### src/rtl/sacl_ram.sv
// Generic single-write, single-read synchronous RAM with registered read.
module sacl_ram #(
    parameter int WIDTH = 8,
    parameter int DEPTH = 16,
    parameter int AW    = (DEPTH > 1) ? $clog2(DEPTH) : 1
) (
    input  logic             clk,
    input  logic             wr_en,
    input  logic [AW-1:0]    wr_addr,
    input  logic [WIDTH-1:0] wr_data,
    input  logic             rd_en,
    input  logic [AW-1:0]    rd_addr,
    output logic [WIDTH-1:0] rd_data
);
    logic [WIDTH-1:0] mem [DEPTH];
    logic [WIDTH-1:0] rd_data_reg;

    always_ff @(posedge clk)
    begin
        if (wr_en)
        begin
            mem[wr_addr] <= wr_data;
        end
        if (rd_en)
        begin
            rd_data_reg <= mem[rd_addr];
        end
    end

    assign rd_data = rd_data_reg;
endmodule

### config.mk
export PLATFORM = sky130hd
export DESIGN_NAME = sacl_ram
export DESIGN_NICKNAME = d
export VERILOG_FILES = /design/src/rtl/sacl_ram.sv
export SDC_FILE = /design/constraint.sdc
export NUM_CORES = 1
export LEC_CHECK = 0
export BUFFER_PORTS_ARGS = -buffer_cell sky130_fd_sc_hd__clkbuf_2
export CAP_MARGIN = 20
export CELL_PAD_IN_SITES_DETAIL_PLACEMENT = 2
export CELL_PAD_IN_SITES_GLOBAL_PLACEMENT = 2
export CORE_MARGIN = 5
export CORE_UTILIZATION = 48
export CTS_BUF_LIST = sky130_fd_sc_hd__clkbuf_16
export CTS_CLUSTER_DIAMETER = 60
export DETAILED_ROUTE_END_ITERATION = 6
export GPL_ROUTABILITY_DRIVEN = 0
export PLACE_DENSITY = 0.89
export SETUP_SLACK_MARGIN = 0.3
export SLEW_MARGIN = 20
export SYNTH_ARGS = -nofsm -noshare
export SYNTH_HDL_FRONTEND = slang
export SYNTH_SLANG_ARGS = --single-unit
### constraint.sdc
create_clock -name clk -period 1.9 [get_ports clk]
set_input_delay 0.285 -clock clk [delete_from_list [all_inputs] [get_ports clk]]
set_output_delay 0.285 -clock clk [all_outputs]
set_load 0.05 [all_outputs]
=== After elaboration in Yosys (flattened, before gate mapping) ===
Memories as Yosys holds them, arrays and structs flattened. A register that Yosys moved wholly into a read port is not among the register bits.
Index checks and enable logic that the tools add are counted.

* Flip-flop bits (word level): 0
* Bits in latches: 0
* Bits in writable memories: 128
* Bits in read-only memories: 0
* Input bits: 19
* Output and inout port bits: 8
* Logic and storage cells: 3
* Memories: 1

* $add $sub $neg: 0
* Multipliers: 0
* Divide/modulo/power cells: 0
* Order comparisons: 0
* Equality and inequality tests: 0
* Shifts and indexed selects: 0
* Multiplexer cells: 2
* Bitwise logic cells: 0
* Reduce and logical (&&, ||, !) cells: 0

{| class="wikitable"
|+ Memories
! name !! depth !! bits a word !! read ports !! clocked after Yosys merged registers in !! write ports !! line !! RTL
|-
| mem || 16 || 8 || 1 || 1 || 1 || 15 || <nowiki>logic [WIDTH-1:0] mem [DEPTH];</nowiki>
|}

{| class="wikitable"
|+ Operator list
! operator !! count
|-
| 1-bit 2-to-1 mux || 2
|}

=== Depth between registers and ports, before layout ===
* Depth after elaboration: 2
* Mapped depth: 5
* Gate-level depth less buffers: 3

=== Worst setup path before layout ===
No wires, ideal clock.

* Kind: input port to flip-flop
* Start: in wr_addr[2]
* End: mem mem[0][0], enable pin
* Library setup time: 383 ps
* Arrival: 1395 ps
* Required time: 1517 ps
* Setup slack: 122 ps
* Cell stages on the path: 2
* Buffers on the path: 0
* Path through: or3b_2 > nor3_1

{| class="wikitable"
|+ RTL lines
! what !! line !! RTL
|-
| start, declared || 9 || <nowiki>input logic [AW-1:0] wr_addr,</nowiki>
|-
| end, declared || 15 ||
|}

No word-level cell before the write port.

==> impl_metrics.py <==
metrics = {
    "synth": {
        "syn_area_sq_um": 5230,
        "synthCells": 229,
        "synth_cell_types": 18,
        "yosysSeqAreaShare": 0.781,
        "ys_warn_count": 0,
        "synth_nets": 248,
        "synth-async-reset-ratio": 0,
        "synth_edf_count": 136,
        "ys_ff_latch": 136,
        "synth_ff_type": "edfxtp_1",
        "avgSynthCellArea_sq_um": 22.8,
    },
    "timing": {
        "tns_ns": 0,
        "slew_viol_final": 0,
        "finClkSkew_ns": 0.00859,
        "hold_slack_ns": 0.315,
        "final_hold_viol_count": 0,
        "worst_pin_slew_ns": 0.535,
        "min_period_ns": 1.58,
        "fmax_ghz": 0.634,
        "slew_headroom": 0.643,
        "fin_crit_sh": 0.831,
        "finalSetupViolCount": 0,
        "rsz0062_at_grt": "false",
    },
    "critical_path": {
        "cp_slowest_cell": "mux4_1",
        "critPathBufInv": 0,
        "worstSetupEndpointType": "flop",
        "crit_fanout": 1,
        "reg2regPathDepth": 3,
        "required_ns": 2.05,
        "r2r_start": "mem[1][5]$_DFFE_PP_",
        "max_stage_delay_ns": 0.55,
        "worstSetupPathType": "flop to flop",
        "path_cells": "mux4_1, a22oi_1, nand2_1",
        "worst-r2r-setup-slack_ns": 0.32,
        "r2r-end": "rd_data[5]$_DFFE_PP_",
        "cp.arrival_ns": 1.73,
        "cp-start-kind": "flop",
        "crit_family": "multiplexers",
    },
    "clock_tree": {
        "cts_tree": "built",
        "cts_setup_buffers": 0,
        "clock_latency_ns": 0.42,
        "path_clk_slew_ns": 0.07,
        "numCtsBuffers": 17,
        "htreeDepth": 4,
        "cts_buffer_depth": 2,
        "clock-sinks": 136,
        "cts_root_buffer": "clkbuf_16",
        "cts_hold_buf": 0,
    },
    "pwr": {
        "power_density_nw_per_um2": 1140,
        "power.total_mw": 7.21,
        "p_leak_nw": 2.15,
        "vdd_drop_max_uv": 573,
    },
    "die": {
        "core-area_sq_um": 10700,
        "dieWidth_microns": 114,
        "die_area_sq_um": 13100,
        "start_util": 0.486,
        "io_pins": 27,
        "rows": 38,
        "die_h_microns": 114,
    },
    "min_path": {
        "hold_depth": 1,
        "min_from": "rd_en",
        "min_to": "rd_data[6]$_DFFE_PP_",
        "hp-class": "input port to flop",
    },
    "cells_and_area": {
        "insertedDiodeCount": 0,
        "fillers": 882,
        "multiInputGateArea_sq_um": 1080,
        "nets": 308,
        "largest_reg_flops": 128,
        "drive_above_1_share": 0.352,
        "area_growth_syn_to_layout_pct": 20.7,
        "regArea_sq_um": 4080,
        "stdcell_area_sq_um": 6310,
    },
    "placed_design": {
        "placed_area_sq_um": 5700,
        "io_buffers": 26,
        "dp_hpwl_microns": 9030,
    },
    "global_routing": {
        "grt_max_degree": 17,
        "grt_pass1_wl_microns": 21900,
        "grt_usage": 0.248,
        "antenna_found_initial": 0,
        "grt_pass1_vias": 3018,
        "grt-ovfl-total": 0,
    },
    "run_status": {
        "status": "completed",
    },
    "routing": {
        "first_pass_iters": 4,
        "wirelength_microns": 15000,
        "drc": 0,
        "wl_per_cell_microns": 34.0,
        "antenna_left": 0,
        "num_vias": 2725,
        "viasPerCell": 6.18,
        "initialDrtViolationCount": 310,
    },
    "job": {
        "max_cap_viol_count": 0,
    },
}
## synth_stat cells, types with 2 or more instances
cell,count,area (sq um)
mux4_2,18,405
a22oi_1,16,120
nand2_1,9,33.8
nor2_1,13,48.8
nor3_1,4,20.0
edfxtp_1,136,4080
nand2b_1,2,12.5
buf_6,3,33.8
clkdlybuf4s25_2,3,30.0
nand3b_1,2,15.0
buf_2,3,15.0
mux4_1,14,368
## kinds of logic (layout without fill, tap and decap cells)
family          Yosys count  count (layout)  share of synthesized area
compound gates           16              16                     0.0230
buf+inv                  10              82                     0.0165
simple gates             35              35                     0.0314
flops                   136             136                      0.781
mux                      32              32                      0.148
## routing by layer
metal | vias up | track usage | part of all wire
met5 | - | 0 | 0
met2 | 122 | 0.404 | 0.51
li1 | 1108 | - | -
met4 | 0 | 0.0752 | 0.017
met1 | 1473 | 0.345 | 0.43
met3 | 22 | 0.0465 | 0.049
## cell usage in the layout, fill, tap and decap left out, drive strengths merged
master      n
bufinv      2
nand3       1
nand2       9
clkbuf     43
nor2b       1
a22oi      16
clkinvlp    3
and2        1
edfxtp    136
nor3        4
nand2b      2
clkinv      1
nor2       13
buf        25
inv         8
and2b       1
or3b        1
mux4       32
nand3b      2
## worst max-delay path by stage
stage,start,endpoint,slack (ns),cells after the start
after floorplan,rd_addr[0],rd_data[1]$_DFFE_PP_,0.33,5
after global placement,rd_addr[0],rd_data[7]$_DFFE_PP_,0.04,5
after detailed placement,rd_addr[0],rd_data[0]$_DFFE_PP_,-0.06,5
after CTS,mem[0][0]$_DFFE_PP_,rd_data[0]$_DFFE_PP_,0.28,3
after global routing,mem[10][6]$_DFFE_PP_,rd_data[6]$_DFFE_PP_,0.30,3
final,mem[1][5]$_DFFE_PP_,rd_data[5]$_DFFE_PP_,0.32,3
## where the power goes
part | internal (mW) | switching [mW] | total (mW)
combinational | 0.151 | 0.263 | 0.413
clock | 1.97 | 1.42 | 3.39
sequential | 3.38 | 0.0320 | 3.41
total | 5.50 | 1.72 | 7.21
## stage by stage
stage                      util  setup WS, ns  cells
after floorplan               -         0.333    229
after global placement    0.531        0.0357    410
after detailed placement  0.531       -0.0646    410
after CTS                 0.586         0.283    441
after global routing      0.587         0.302    441
final                     0.587         0.322    441
## final cells by class
class	count	share of cell area
sequential	136	0.647
tap	140	0.0278
multi-input combinational	83	0.171
clock buffer	17	0.0674
clock inverter	14	0.0260
timing repair buffer	51	0.0603
## repair_timing
item,CTS,global route
hold endpoints to repair,0,0
pin swaps,0,1
setup endpoints to repair,2,3
gates resized for setup,2,2
Power figures use the tool's default switching activity.
